[src/hw/rtl/dqds_pkg.sv]
// Package: shared types, widths, codes and reset values for the input qualifier
`timescale 1ns / 1ps

package dqds_pkg;

	// fixed field widths
	localparam int unsigned STATUS_W     = 16;
	localparam int unsigned FN_W         = 4;
	localparam int unsigned DEMAND_W     = 14;
	localparam int unsigned TABLE_WORD_W = 56;
	localparam int unsigned CFG_DATA_W   = 64;
	localparam int unsigned CFG_INDEX_W  = 3;
	localparam int unsigned DEMAND_IDX_W = 3;

	// default number of inputs in use
	localparam int unsigned NUM_INPUTS_DEF = 16;

	// register indexes
	localparam logic [CFG_INDEX_W-1:0] REG_ENABLE_MASK   = 3'd0;
	localparam logic [CFG_INDEX_W-1:0] REG_POLARITY_MASK = 3'd1;
	localparam logic [CFG_INDEX_W-1:0] REG_FUNCTION_MAP  = 3'd2;
	localparam logic [CFG_INDEX_W-1:0] REG_DEMAND_LOW    = 3'd3;
	localparam logic [CFG_INDEX_W-1:0] REG_DEMAND_HIGH   = 3'd4;

	// function codes
	localparam logic [FN_W-1:0] FN_MOTOR_ENABLE = 4'd0;
	localparam logic [FN_W-1:0] FN_DIRECTION    = 4'd2;
	localparam logic [FN_W-1:0] FN_LAST_COMMAND = 4'd4;
	localparam logic [FN_W-1:0] FN_DEMAND_FIRST = 4'd5;
	localparam logic [FN_W-1:0] FN_DEMAND_LAST  = 4'd8;

	localparam logic [DEMAND_W-1:0] DEMAND_MAX = 14'd10000;

	// reset values
	localparam logic [STATUS_W-1:0]     ENABLE_RST   = 16'hFFFF;
	localparam logic [STATUS_W-1:0]     POLARITY_RST = 16'h0000;
	localparam logic [CFG_DATA_W-1:0]   FNMAP_RST    = 64'hFFFF_FFFF_FFFF_7652;
	localparam logic [TABLE_WORD_W-1:0] DEMAND_LOW_RST  =
		{14'd6000, 14'd5000, 14'd4000, 14'd0};
	localparam logic [TABLE_WORD_W-1:0] DEMAND_HIGH_RST =
		{14'd10000, 14'd9000, 14'd8000, 14'd7000};

	// configuration as seen by the datapath
	typedef struct packed {
		logic [STATUS_W-1:0]     enable_mask;
		logic [STATUS_W-1:0]     polarity_mask;
		logic [CFG_DATA_W-1:0]   function_map;
		logic [TABLE_WORD_W-1:0] demand_low;
		logic [TABLE_WORD_W-1:0] demand_high;
	} cfg_t;

	// one result item
	typedef struct packed {
		logic [STATUS_W-1:0] qualified_status;
		logic [STATUS_W-1:0] command_values;
		logic                motor_enabled;
		logic                direction_inverted;
		logic [DEMAND_W-1:0] demand_percent;
	} result_t;

endpackage

[src/hw/rtl/dqds_cfg_regs.sv]
// Configuration register file for the input qualifier
`timescale 1ns / 1ps

module dqds_cfg_regs (
	input  logic                                 clk,
	input  logic                                 arst_n,
	input  logic                                 cfg_wen,
	input  logic [dqds_pkg::CFG_INDEX_W-1:0]     cfg_index,
	input  logic [dqds_pkg::CFG_DATA_W-1:0]      cfg_wdata,
	output dqds_pkg::cfg_t                       cfg
);

	dqds_pkg::cfg_t cfg_q;

	// write the addressed register, ignore indexes beyond the list
	always_ff @(posedge clk or negedge arst_n) begin
		if (!arst_n) begin
			cfg_q.enable_mask   <= dqds_pkg::ENABLE_RST;
			cfg_q.polarity_mask <= dqds_pkg::POLARITY_RST;
			cfg_q.function_map  <= dqds_pkg::FNMAP_RST;
			cfg_q.demand_low    <= dqds_pkg::DEMAND_LOW_RST;
			cfg_q.demand_high   <= dqds_pkg::DEMAND_HIGH_RST;
		end else if (cfg_wen) begin
			case (cfg_index)
				dqds_pkg::REG_ENABLE_MASK: begin
					cfg_q.enable_mask <= cfg_wdata[dqds_pkg::STATUS_W-1:0];
				end
				dqds_pkg::REG_POLARITY_MASK: begin
					cfg_q.polarity_mask <= cfg_wdata[dqds_pkg::STATUS_W-1:0];
				end
				dqds_pkg::REG_FUNCTION_MAP: begin
					cfg_q.function_map <= cfg_wdata;
				end
				dqds_pkg::REG_DEMAND_LOW: begin
					cfg_q.demand_low <= cfg_wdata[dqds_pkg::TABLE_WORD_W-1:0];
				end
				dqds_pkg::REG_DEMAND_HIGH: begin
					cfg_q.demand_high <= cfg_wdata[dqds_pkg::TABLE_WORD_W-1:0];
				end
				default: begin
				end
			endcase
		end
	end

	assign cfg = cfg_q;

endmodule

[src/hw/rtl/dqds_qualify.sv]
// Combinational qualification, function decode and demand table select
`timescale 1ns / 1ps

module dqds_qualify #(
	parameter int unsigned NUM_INPUTS = dqds_pkg::NUM_INPUTS_DEF
) (
	input  logic [dqds_pkg::STATUS_W-1:0] raw_status,
	input  dqds_pkg::cfg_t                cfg,
	output dqds_pkg::result_t             result
);

	localparam int unsigned SW = dqds_pkg::STATUS_W;
	localparam int unsigned FW = dqds_pkg::FN_W;
	localparam int unsigned DW = dqds_pkg::DEMAND_W;

	logic [SW-1:0]                     in_range;
	logic [SW-1:0]                     qual;
	logic [SW-1:0]                     is_cmd;
	logic [SW-1:0]                     is_dem;
	logic [FW-1:0]                     fn     [SW];
	logic [4:0]                        dem_rank [SW];
	logic [SW-1:0]                     below_mask [SW];
	logic                              motor;
	logic                              dir;
	logic [dqds_pkg::DEMAND_IDX_W-1:0] dem_idx;
	logic [DW-1:0]                     entry;

	// qualify each input and decode its function code
	always_comb begin
		for (int n = 0; n < SW; n++) begin
			in_range[n] = (n < NUM_INPUTS);
			fn[n]       = cfg.function_map[n*FW +: FW];
			qual[n]     = in_range[n] &
				(cfg.enable_mask[n] ? (raw_status[n] ^ cfg.polarity_mask[n])
				                    : cfg.polarity_mask[n]);
			is_cmd[n]   = in_range[n] && (fn[n] <= dqds_pkg::FN_LAST_COMMAND);
			is_dem[n]   = in_range[n] && (fn[n] >= dqds_pkg::FN_DEMAND_FIRST)
				&& (fn[n] <= dqds_pkg::FN_DEMAND_LAST);
		end
	end

	// rank each demand input by the number of demand inputs below it
	always_comb begin
		for (int n = 0; n < SW; n++) begin
			below_mask[n] = (SW'(1) << n) - SW'(1);
			dem_rank[n]   = 5'($countones(is_dem & below_mask[n]));
		end
	end

	// form the table index from the first three demand inputs
	always_comb begin
		dem_idx = '0;
		for (int n = 0; n < SW; n++) begin
			for (int k = 0; k < dqds_pkg::DEMAND_IDX_W; k++) begin
				if (is_dem[n] && (dem_rank[n] == 5'(k))) begin
					dem_idx[k] = dem_idx[k] | qual[n];
				end
			end
		end
	end

	// last matching input wins for motor enable and direction
	always_comb begin
		motor = 1'b1;
		dir   = 1'b0;
		for (int n = 0; n < SW; n++) begin
			if (in_range[n] && (fn[n] == dqds_pkg::FN_MOTOR_ENABLE)) begin
				motor = qual[n];
			end
			if (in_range[n] && (fn[n] == dqds_pkg::FN_DIRECTION)) begin
				dir = qual[n];
			end
		end
	end

	// pick the table entry and clamp it
	always_comb begin
		if (dem_idx[2]) begin
			entry = cfg.demand_high[dem_idx[1:0]*DW +: DW];
		end else begin
			entry = cfg.demand_low[dem_idx[1:0]*DW +: DW];
		end
		if (entry > dqds_pkg::DEMAND_MAX) begin
			entry = dqds_pkg::DEMAND_MAX;
		end
	end

	assign result.qualified_status   = qual;
	assign result.command_values     = qual & is_cmd;
	assign result.motor_enabled      = motor;
	assign result.direction_inverted = dir;
	assign result.demand_percent     = (|is_dem) ? entry : '0;

endmodule

[src/hw/rtl/digital_input_qualifier_demand_select_unit.sv]
// Top level: digital input qualifier with function decode and demand select
//
//  channel | valid     | stall     | payload
//  --------+-----------+-----------+-----------------------------------------
//  in      | in_valid  | in_stall  | raw_status
//  out     | out_valid | out_stall | qualified_status, command_values,
//          |           |           | motor_enabled, direction_inverted,
//          |           |           | demand_percent
//  cfg     | cfg_wen   | -         | cfg_index, cfg_wdata
//
// One item per clock when out_stall does not hold the pipe. Stages: input register,
// then the qualify and table-select logic into the result register.
// Reset clears both valid flags and loads the register defaults.
// in_stall rises only when both stages hold a transfer and out_stall is high.
`timescale 1ns / 1ps

module digital_input_qualifier_demand_select_unit #(
	parameter int unsigned NUM_INPUTS = dqds_pkg::NUM_INPUTS_DEF
) (
	input  logic                                 clk,
	input  logic                                 arst_n,
	input  logic                                 in_valid,
	output logic                                 in_stall,
	input  logic [dqds_pkg::STATUS_W-1:0]        raw_status,
	output logic                                 out_valid,
	input  logic                                 out_stall,
	output logic [dqds_pkg::STATUS_W-1:0]        qualified_status,
	output logic [dqds_pkg::STATUS_W-1:0]        command_values,
	output logic                                 motor_enabled,
	output logic                                 direction_inverted,
	output logic [dqds_pkg::DEMAND_W-1:0]        demand_percent,
	input  logic                                 cfg_wen,
	input  logic [dqds_pkg::CFG_INDEX_W-1:0]     cfg_index,
	input  logic [dqds_pkg::CFG_DATA_W-1:0]      cfg_wdata
);

	dqds_pkg::cfg_t                cfg;
	dqds_pkg::result_t             result;
	dqds_pkg::result_t             result_s2;
	logic [dqds_pkg::STATUS_W-1:0] raw_s1;
	logic                          valid_s1;
	logic                          valid_s2;
	logic                          advance;

	dqds_cfg_regs u_cfg (
		.clk       (clk),
		.arst_n    (arst_n),
		.cfg_wen   (cfg_wen),
		.cfg_index (cfg_index),
		.cfg_wdata (cfg_wdata),
		.cfg       (cfg)
	);

	dqds_qualify #(
		.NUM_INPUTS (NUM_INPUTS)
	) u_qualify (
		.raw_status (raw_s1),
		.cfg        (cfg),
		.result     (result)
	);

	// advance the pipe when the result stage is empty or being taken
	assign advance  = !valid_s2 || !out_stall;
	assign in_stall = valid_s1 && !advance;

	// hold the valid flags
	always_ff @(posedge clk or negedge arst_n) begin
		if (!arst_n) begin
			valid_s1 <= 1'b0;
			valid_s2 <= 1'b0;
		end else begin
			if (!in_stall) begin
				valid_s1 <= in_valid;
			end
			if (advance) begin
				valid_s2 <= valid_s1;
			end
		end
	end

	// capture the input transfer and the result
	always_ff @(posedge clk) begin
		if (in_valid && !in_stall) begin
			raw_s1 <= raw_status;
		end
		if (advance && valid_s1) begin
			result_s2 <= result;
		end
	end

	assign out_valid          = valid_s2;
	assign qualified_status   = result_s2.qualified_status;
	assign command_values     = result_s2.command_values;
	assign motor_enabled      = result_s2.motor_enabled;
	assign direction_inverted = result_s2.direction_inverted;
	assign demand_percent     = result_s2.demand_percent;

endmodule

[config.mk]
export PLATFORM = sky130hd
export DESIGN_NAME = digital_input_qualifier_demand_select_unit
export DESIGN_NICKNAME = d
export VERILOG_FILES = /design/src/hw/rtl/dqds_pkg.sv /design/src/hw/rtl/dqds_cfg_regs.sv /design/src/hw/rtl/dqds_qualify.sv /design/src/hw/rtl/digital_input_qualifier_demand_select_unit.sv
export SDC_FILE = /design/constraint.sdc
export NUM_CORES = 1
export LEC_CHECK = 0
export BUFFER_PORTS_ARGS = -buffer_cell sky130_fd_sc_hd__buf_2
export CORE_ASPECT_RATIO = 0.9
export CORE_MARGIN = 4
export CORE_UTILIZATION = 54
export CTS_CLUSTER_SIZE = 16
export DETAILED_ROUTE_END_ITERATION = 7
export GPL_ROUTABILITY_DRIVEN = 0
export HOLD_SLACK_MARGIN = 0.12
export PLACE_DENSITY = 0.74
export SLEW_MARGIN = 20
export SYNTH_ARGS = -nofsm -noshare
export SYNTH_HDL_FRONTEND = slang
export SYNTH_SLANG_ARGS = --single-unit
[constraint.sdc]
create_clock -name clk -period 7.3 [get_ports clk]
set_input_delay 2.19 -clock clk [delete_from_list [all_inputs] [get_ports clk]]
set_output_delay 2.19 -clock clk [all_outputs]
set_load 0.01 [all_outputs]
# --- Yosys cells after proc, flatten, opt, wreduce, memory -nomap -nowiden ---
# Cells that the tools add are included.
totals:
  ff_bits: 274
  inputBits: 88
  output_inout_bits: 50
  word_cells: 404
op_classes:
  add_sub_neg: 28
  multipliers: 1
  magnitude_cmp: 49
  n_eq_ne: 48
  shifts: 2
  muxes: 95
  bitwise: 60
  reduce_logical: 107
op_table:
  columns: ["cell", "n"]
  rows:
  - ["indexed part select 56 x 7 -> 14 bit", 2]
  - ["2-to-1 mux 1 bit", 93]
  - ["zero test 5 bit", 15]
  - ["adder 5 bit", 14]
  - ["== test 5 x 1 -> 1 bit, second input constant", 14]
  - ["== test 5 x 2 -> 1 bit, second input constant", 14]
  - ["== test 4 x 2 -> 1 bit, second input constant", 16]
  - ["greater-or-equal comparator 4 x 3 -> 1 bit, second input constant", 16]
  - ["<= comparator 4 x 3 -> 1 bit, second input constant", 16]
  - ["<= comparator 4 bit, second input constant", 16]
  - ["zero test 4 bit", 16]
  - ["logical AND 1 bit", 63]
  - ["bitwise OR 1 bit", 42]
  - ["adder 5 x 1 -> 5 bit", 7]
  - ["2-to-1 mux 14 bit", 2]
  - ["bitwise AND 16 bit", 1]
  - ["OR reduction 16 bit", 1]
  - ["bitwise XOR 1 bit", 16]
  - ["adder 1 x 1 -> 2 bit", 7]
  - ["> comparator 14 bit, second input constant", 1]
  - ["AND reduction 2 bit", 5]
  - ["== test 3 x 2 -> 1 bit, second input constant", 2]
  - ["multiplier 2 x 3 -> 5 bit, second input constant", 1]
  - ["zero test 1 bit", 4]
  - ["6 further kinds", 6]

# --- Longest topological paths before layout ---
# Gate-level depths: netlist of the first run.
depth:
  word_depth: 38
  ltp_mapped: 30
  mapped_depth_nobuf: 27

# --- Modules after synthesis ---
# A second synthesis of the first run with hierarchy kept.
unflattened:
  cells_unflattened: 1149
  area_unflattened_um2: 15068.2
by_module_without_submodules:
  columns: ["mod", "instances", "cells_each", "area_per_inst_um2", "seq_area_each_um2"]
  rows:
  - ["dqds_cfg_regs", 1, 443, 8331.7, 5346.4]
  - ["dqds_qualify", 1, 634, 4722.0, 0.0]
  - ["digital_input_qualifier_demand_select_unit", 1, 72, 2014.4, 1971.9]

# --- Worst setup path before layout of the first run ---
# No wires, ideal clock.
synth_path:
  path_kind: "reg2reg"
  start: "reg u_cfg.cfg_q, in the netlist u_cfg.cfg[120]"
  end: "reg result_s2, in the netlist demand_percent[1] (data pin)"
  setup_ns: 0.270
  t_arrival_ns: 6.824
  required_time_ns: 7.030
  setup_slack_ns: 0.205
  stages_incl_launch_ff: 28
  path_buffers: 2
  synth_period_minus_slack_ns: 7.095
  cell_sequence: "dfrtp_1 -> or2_1 -> a21oi_1 -> inv_1 -> ha_1 -> ha_1 -> inv_1 -> fa_1 -> fa_1 -> inv_1 -> ha_1 -> fa_1 -> ha_1 -> inv_1 -> fa_1 -> nor4bb_1 -> a21oi_1 -> or3_1 -> o32a_1 -> nand3_2 -> or2_1 -> buf_4 -> buf_4 -> nand3_1 -> a211o_1 -> o211a_1 -> a31oi_2 -> a211oi_1"
synth_via:
  elab_chain_cells: 35
  elab_cells_between_ends: 187
synth_lines:
  columns: ["element", "line_no", "rtl"]
  rows:
  - ["start: declaration", "dqds_cfg_regs.sv:13", "dqds_pkg::cfg_t cfg_q;"]
  - ["greater-or-equal comparator 4 x 3 -> 1 bit / <= comparator 4 bit (equally long branches)", "dqds_qualify.sv:37, dqds_qualify.sv:38", null]
  - ["logical AND 1 bit *", "dqds_qualify.sv:38", "&& (fn[n] <= dqds_pkg::FN_DEMAND_LAST);"]
  - ["parallel branches: the longest is 33 deep, another holds adder 5 bit", null, null]
  - ["end signal: assignment", "digital_input_qualifier_demand_select_unit.sv:87", "result_s2 <= result;"]
  - ["end: declaration", "digital_input_qualifier_demand_select_unit.sv:39", "dqds_pkg::result_t result_s2;"]
# Mark *: on every way between the ends.
# A chain may end at the register's enable or synchronous reset.

# --- Final worst setup path of the first run ---
layout_path:
  start: "reg u_cfg.cfg_q, in the netlist u_cfg.cfg[120]"
  end: "reg result_s2, in the netlist demand_percent[2] (data pin)"
# Same word-level chain as after synthesis.

==> results of run 1 <==
## registers in the layout (all words and copies together) (netlist names)
register / flops
command_values: 16
motor_enabled: 1
out_valid: 1
demand_percent: 14
qualified_status: 16
u_cfg.cfg: 208
direction_inverted: 1
raw_s1: 16
valid_s1: 1
## per-stage QoR
stage / hold WS [ps] / TNS, ps / setup slack [ps] / util (%) / cells
floorplan: 443.4 / 0 / 205.5 / - / 1202
global placement: 459.8 / 0 / 118.4 / 60.17 / 1679
detailed placement: 465.1 / -325.1 / -98.00 / 60.17 / 1679
CTS: 482.5 / 0 / 31.06 / 63.73 / 1733
global route: 500.5 / -108.7 / -64.52 / 64.59 / 1737
finish: 477.7 / 0 / 195.6 / 64.59 / 1737
## synthesized netlist by cell type (26+ instances only)
| cell type | number |
|---|---|
| dfstp_2 | 113 |
| a211oi_1 | 29 |
| nor2_1 | 55 |
| ha_1 | 38 |
| mux2_2 | 221 |
| nor3_1 | 26 |
| mux2i_1 | 35 |
| edfxtp_1 | 64 |
| nand2_1 | 72 |
| inv_1 | 61 |
| dfrtp_1 | 97 |
| a21oi_1 | 40 |
| clkbuf_1 | 27 |
## worst max path at each step
stage                              start           endpoint  slack, ps  cells past startpoint
after floorplan           u_cfg.cfg[120]  demand_percent[1]        210                     27
after global placement    u_cfg.cfg[117]  demand_percent[6]        120                     28
after detailed placement  u_cfg.cfg[117]  demand_percent[7]       -100                     28
after CTS                 u_cfg.cfg[117]  demand_percent[7]         30                     28
after global routing      u_cfg.cfg[116]  demand_percent[2]        -60                     28
final                     u_cfg.cfg[120]  demand_percent[2]        200                     26
## kinds of logic (layout without fill, tap and decap cells)
group,after synthesis,count (layout)
mux,258,258
buf+inv,104,290
flops,274,274
xor+xnor,17,17
fa+ha+maj,58,58
simple gates,318,319
compound gates,173,173
## layout make-up
| class | instances | share of cell area, % |
|---|---|---|
| Inverter | 62 | 1.368 |
| Clock buffer | 37 | 4.558 |
| Sequential cell | 274 | 43.00 |
| Clock inverter | 17 | 0.9043 |
| Multi-Input combinational cell | 825 | 41.63 |
| Tap cell | 348 | 2.559 |
| Timing Repair Buffer | 174 | 5.978 |
## placed cells by master, fill, tap and decap left out, drive strengths merged, types with 8 or more instances in the layout
cell,instances
nor4b,23
nor2b,21
clkinv,11
dfstp,113
or4,10
xor2,12
inv,64
edfxtp,64
fa,20
or2,16
nor2,55
or3,10
nor4,14
nand2,72
nor3,26
a211oi,29
nand3,13
ha,38
o21ai,22
buf,173
nand4,8
nand2b,14
clkbuf,38
a31oi,16
dfrtp,97
mux2i,36
and3,11
a21oi,40
mux2,222
## per-layer routing
layer / track usage, % / up-vias
met4: 9.038 / 0
li1: - / 4779
met3: 4.650 / 88
met1: 38.40 / 5334
met5: 0 / -
met2: 39.31 / 499
## what timing repair did
action	CTS	global route
cloned	0	1
setup buffers	0	3
setup endpoints to repair	8	14
gates resized for setup	3	32
pin swaps	0	16
## worst max-delay path, stage by stage, from the launching register on
cell and delay, ps:
dfrtp_1 400, or2_1 250, a21oi_1 210, inv_1 110, ha_1 300, ha_1 180
inv_1 80, fa_1 460, fa_1 550, inv_1 60, ha_4 250, fa_1 570
ha_1 170, inv_1 50, fa_1 480, nor4bb_4 180, a21oi_2 190, nor4_1 70
a2111oi_1 420, and4_4 370, buf_4 180, a31oi_2 110, o311ai_2 160, nand4_1 190
o41ai_4 430, nand4_4 210, a211oi_2 270
==> metrics.md, run 1 <==
| Metric | Value |
|---|---|
| Cells on Worst Hold Path | 1 |
| Yosys cell types | 83 |
| Post-synthesis async set-or-reset flop share | 76.64% |
| Initial antenna violation count | 0 |
| Routed Antenna Nets | 0 |
| Clk sinks | 274 |
| Initial core utilization | 55.56% |
| Met2 Wirelength | 17,600 um |
| Crit path DAT | 7500 ps |
| YS warnings | 0 |
| Gr usage total | 26.10% |
| WL/cell | 22.93 um |
| Period utilization | 97.32% |
| First-pass GRT wire length | 60,750 um |
| Register Area | 0.007318 mm2 |
| Number of synthesized flops with an enable pin | 64 |
| Final Skew | 12.39 ps |
| Synth Area in Compound Gates | 8.300% |
| Post-synth top area share | 20.28% |
| Post-synthesis mux area share | 19.57% |
| Wire length on met1 | 17,520 um |
| Placed cell areas | 0.01585 mm2 |
| Inserted Clock Buffers | 29 |
| Register-to-register setup slack | 200 ps |
| Initial drt markers | 847 |
| Core area | 0.02635 mm2 |
| Via Count | 10.70k |
| Layout overhead on the synthesized area | 16.26% |
| Num ports | 138 |
| Synth Cell Area | 0.01464 mm2 |
| Multi-input gate area | 0.007084 mm2 |
| Hold crit path type | flop to flop |
| Syn Nets | 1,348 |
| Post-Syn Area per Cell | 12.18 um2 |
| Fin area | 0.01702 mm2 |
| Clock Tree Root | clkbuf_16 |
| Top sig layer | met4 |
| Crit. End Element | flop |
| Synth area leaders | dfstp_2, mux2_2, dfrtp_1, edfxtp_1, ha_1 |
| Sink of the worst hold path | out_valid |
| Fmax | 140.8 MHz |
| Slew @ Worst Pin | 1219 ps |
| Slew margin rel. | 17.60% |
| Worst r2r src | u_cfg.cfg[120] |
| Dominant register cell in the synthesized netlist | dfstp_2 |
| CTS Buffer Depth | 3 |
| Minimum clock period | 7104 ps |
| Final HPWL DP | 28,940 um |
| Vias in the first global route | 10.51k |
| Met3 wire len | 3139 um |
| Grt total ovfl | 0 |
| Die outline height | 164.2 um |
| Post-Synth Simple-Gate Area | 12.07% |
| Crit-path max FO | 7 |
| Sequential area share after synthesis | 50.00% |
| Fraction of layout cells with a size suffix above 1 | 43.20% |
| Worst-path clk slew | 60 ps |
| Net count, final | 1,512 |
| R2R Path End | demand_percent[2] |
| Die ar. | 0.02981 mm2 |
| DR pass1 iterations | 5 |
| Ant diodes | 0 |
| Largest net degree at the start of global routing | 185 |
| WL final | 39,830 um |
| Port bufs | 137 |
| CTS tree | done |
| Outcome | complete, no violations |
| Flops & latches, synth | 274 |
| Num rows | 56 |
| Fin. Hold Viols | 0 |
| Critical path class | flop to flop |
| Post-synthesis cell count | 1,202 |
| Worst Path Required | 7690 ps |
| Clock latency on the worst-skew pair | 560 ps |
| Main combinational cell family by area after synthesis | multiplexers |
| Xor/xnor share of the synthesized area | 1.017% |
| Horiz. Die Dim | 181.5 um |
| Post-Synth Adder-Cell Area | 5.983% |
| Vias/cell | 6.160 |
| CTS HTree Levels | 1 |
| Post-synth top area cell | dfstp_2 |
| Worst r2r path cells | 26 |
| Crit start category | flop |
| DRC | 0 |
| FILL cells | 2,042 |
| Max-Cap Viols | 0 |
| Hold_buf cts | 0 |
| HP Start | valid_s1 |
| Final setup violation count | 0 |
| Fin. max-slew vios | 0 |
Power of run 1 is not shown: default switching activity piles up to over one toggle a cycle in this logic, so the estimate is an artifact.
==> run 2, diff against run 1 <==
Settings changed: CORE_UTILIZATION 54 to 45, PLACE_DENSITY 0.74 to 0.63.
==> run 2 against run 1 <==
  * Clock-buffer cell count fell by 7
  * Sequential share of layout area is 0.54 points lower
  * Critical path type unchanged
  * Die area rose by 19%
==> metrics.md, run 2 (synthesis gave the netlist of run 1 again) <==
| Metric | Value |
|---|---|
| Outcome | complete, no violations |
| Max-Cap Viols | 0 |
| Largest delay contributor family on the critical path | adder cells |
| WL final | 41,100 um |
| First-pass GRT wire length | 61,600 um |
| Largest register FFs | 208 |
| Crit path DAT | 7410 ps |
| TNS Setup | 0 ps |
| CP bufs+invs | 7 |
| Commonest non-fill, non-tap cell in the layout | mux2_2 |
| Clk sinks | 274 |
| Critical path class | flop to flop |
| Via Count | 10.47k |
| Commonest non-fill, non-tap cells in the layout | mux2_2, buf_2, dfstp_2, dfrtp_1, nand2_1 |
| Final HPWL DP | 30,060 um |
| Layout overhead on the synthesized area | 17.74% |
| Grt total ovfl | 0 |
| CTS HTree Levels | 1 |
| CTS tree | done |
| Vias in the first global route | 10.23k |
| Gr usage total | 22.52% |
| Slew @ Worst Pin | 911.5 ps |
| Routed Antenna Nets | 0 |
| Initial drt markers | 656 |
| Min setup slack post-route | 255.9 ps |
| Port bufs | 137 |
| Slew margin rel. | 39.24% |
| Smallest hold slack | 502.6 ps |
| Initial antenna violation count | 0 |
| Die outline height | 179.1 um |
| Initial core utilization | 45.80% |
| Crit-path max FO | 6 |
| Critical path's slowest cell | fa_1 |
| DRC | 0 |
| WL/cell | 22.75 um |
| Largest net degree at the start of global routing | 123 |
| Inserted Clock Buffers | 28 |
| Clock Tree Root | clkbuf_16 |
| Hold_buf cts | 0 |
| Horiz. Die Dim | 198.1 um |
| DR pass1 iterations | 5 |
| CTS Buffer Depth | 3 |
| Worst Path Required | 7660 ps |
| Net count, final | 1,514 |
| Ant diodes | 0 |
| Slowest cell delay on critical path | 550 ps |
| Final core utilization | 53.92% |
| Crit start category | flop |
| Period utilization | 96.49% |
| Crit. End Element | flop |
| Final setup violation count | 0 |
| Fin. Hold Viols | 0 |
| Final Skew | 19.72 ps |
| Fin. max-slew vios | 0 |
| Vias/cell | 5.796 |
| Pre-CTS setup slack | 96.17 ps |
| Num ports | 138 |
| Num rows | 62 |
| Minimum clock period | 7044 ps |
| Clock latency on the worst-skew pair | 560 ps |
| Core area | 0.03196 mm2 |
| Worst-path clk slew | 70 ps |
| Hold crit path type | flop to flop |
| Fraction of layout cells with a size suffix above 1 | 43.74% |
| Fmax | 142.0 MHz |
| Die ar. | 0.03548 mm2 |
==> run 2: cell types whose count changed in the layout (fill, tap and decap cells not counted), moves of 2 or more <==
cell	change
a21oi_1	-2
a21oi_2	+2
a31oi_2	-2
buf_4	+3
bufinv_16	+4
clkbuf_1	-6
clkinv_2	+2
o311ai_1	+2
o311ai_2	-2
==> run 2: stage by stage <==
step                cell area, um2  instances
finish                       17230       1806
CTS                          16950       1797
global placement             15950       1745
floorplan                    14640       1202
detailed placement           15950       1745
global route                 17230       1806
==> run 2: timing repair <==
| action | CTS | global route |
|---|---|---|
| gates resized for setup | 0 | 38 |
| hold endpoints to repair | 0 | 0 |
| setup buffers | 0 | 8 |
| setup endpoints to repair | 0 | 14 |
==> run 2: cell type report <==
type / instances / area (um2)
fillers: 2780 / 14730
flip-flops and latches: 274 / 7318
multi-input cells: 824 / 7092
repair buffers: 178 / 1069
clock buffers: 30 / 739.5
well taps: 416 / 520.5
clock inverters: 22 / 262.8
inverters: 62 / 232.7
==> run 2: routing by layer <==
layer	up-vias	track usage (%)	part of all wire, %
met4	0	5.651	3.1
met1	5308	33.66	47
met3	69	3.401	5.6
li1	4773	-	-
met5	-	0	0
met2	318	34.57	44
==> run 2: path summary, 6_finish.rpt <==
kind / startpoint / endpoint / slack (ps) / cells after the start
min reg2reg: valid_s1 / out_valid / 500 / 1
max reg2reg: u_cfg.cfg[120] / demand_percent[8] / 260 / 27
min in group asynchronous: arst_n / u_cfg.cfg[54] / 1720 / 1
max: u_cfg.cfg[120] / demand_percent[8] / 260 / 27
max in group asynchronous: arst_n / u_cfg.cfg[186] / 4470 / 2
min: valid_s1 / out_valid / 500 / 1
==> run 2: worst reg2reg max path: stages, from the launching register on <==
cell and delay, ps:
dfrtp_1 410, or2_1 260, a21oi_2 160, inv_1 70, ha_1 300, ha_1 180, inv_1 70, fa_1 460
fa_1 550, inv_1 40, ha_1 320, fa_1 530, ha_1 180, inv_1 70, fa_1 540, nor4bb_4 300
a21oi_2 80, or3_1 310, o32a_1 300, nand3_2 140, or2_4 200, buf_4 160, buf_6 140, mux2i_1 80
a221o_2 440, buf_4 160, a21o_1 190, a21oi_1 210
Power of run 2 is left out for the same reason.
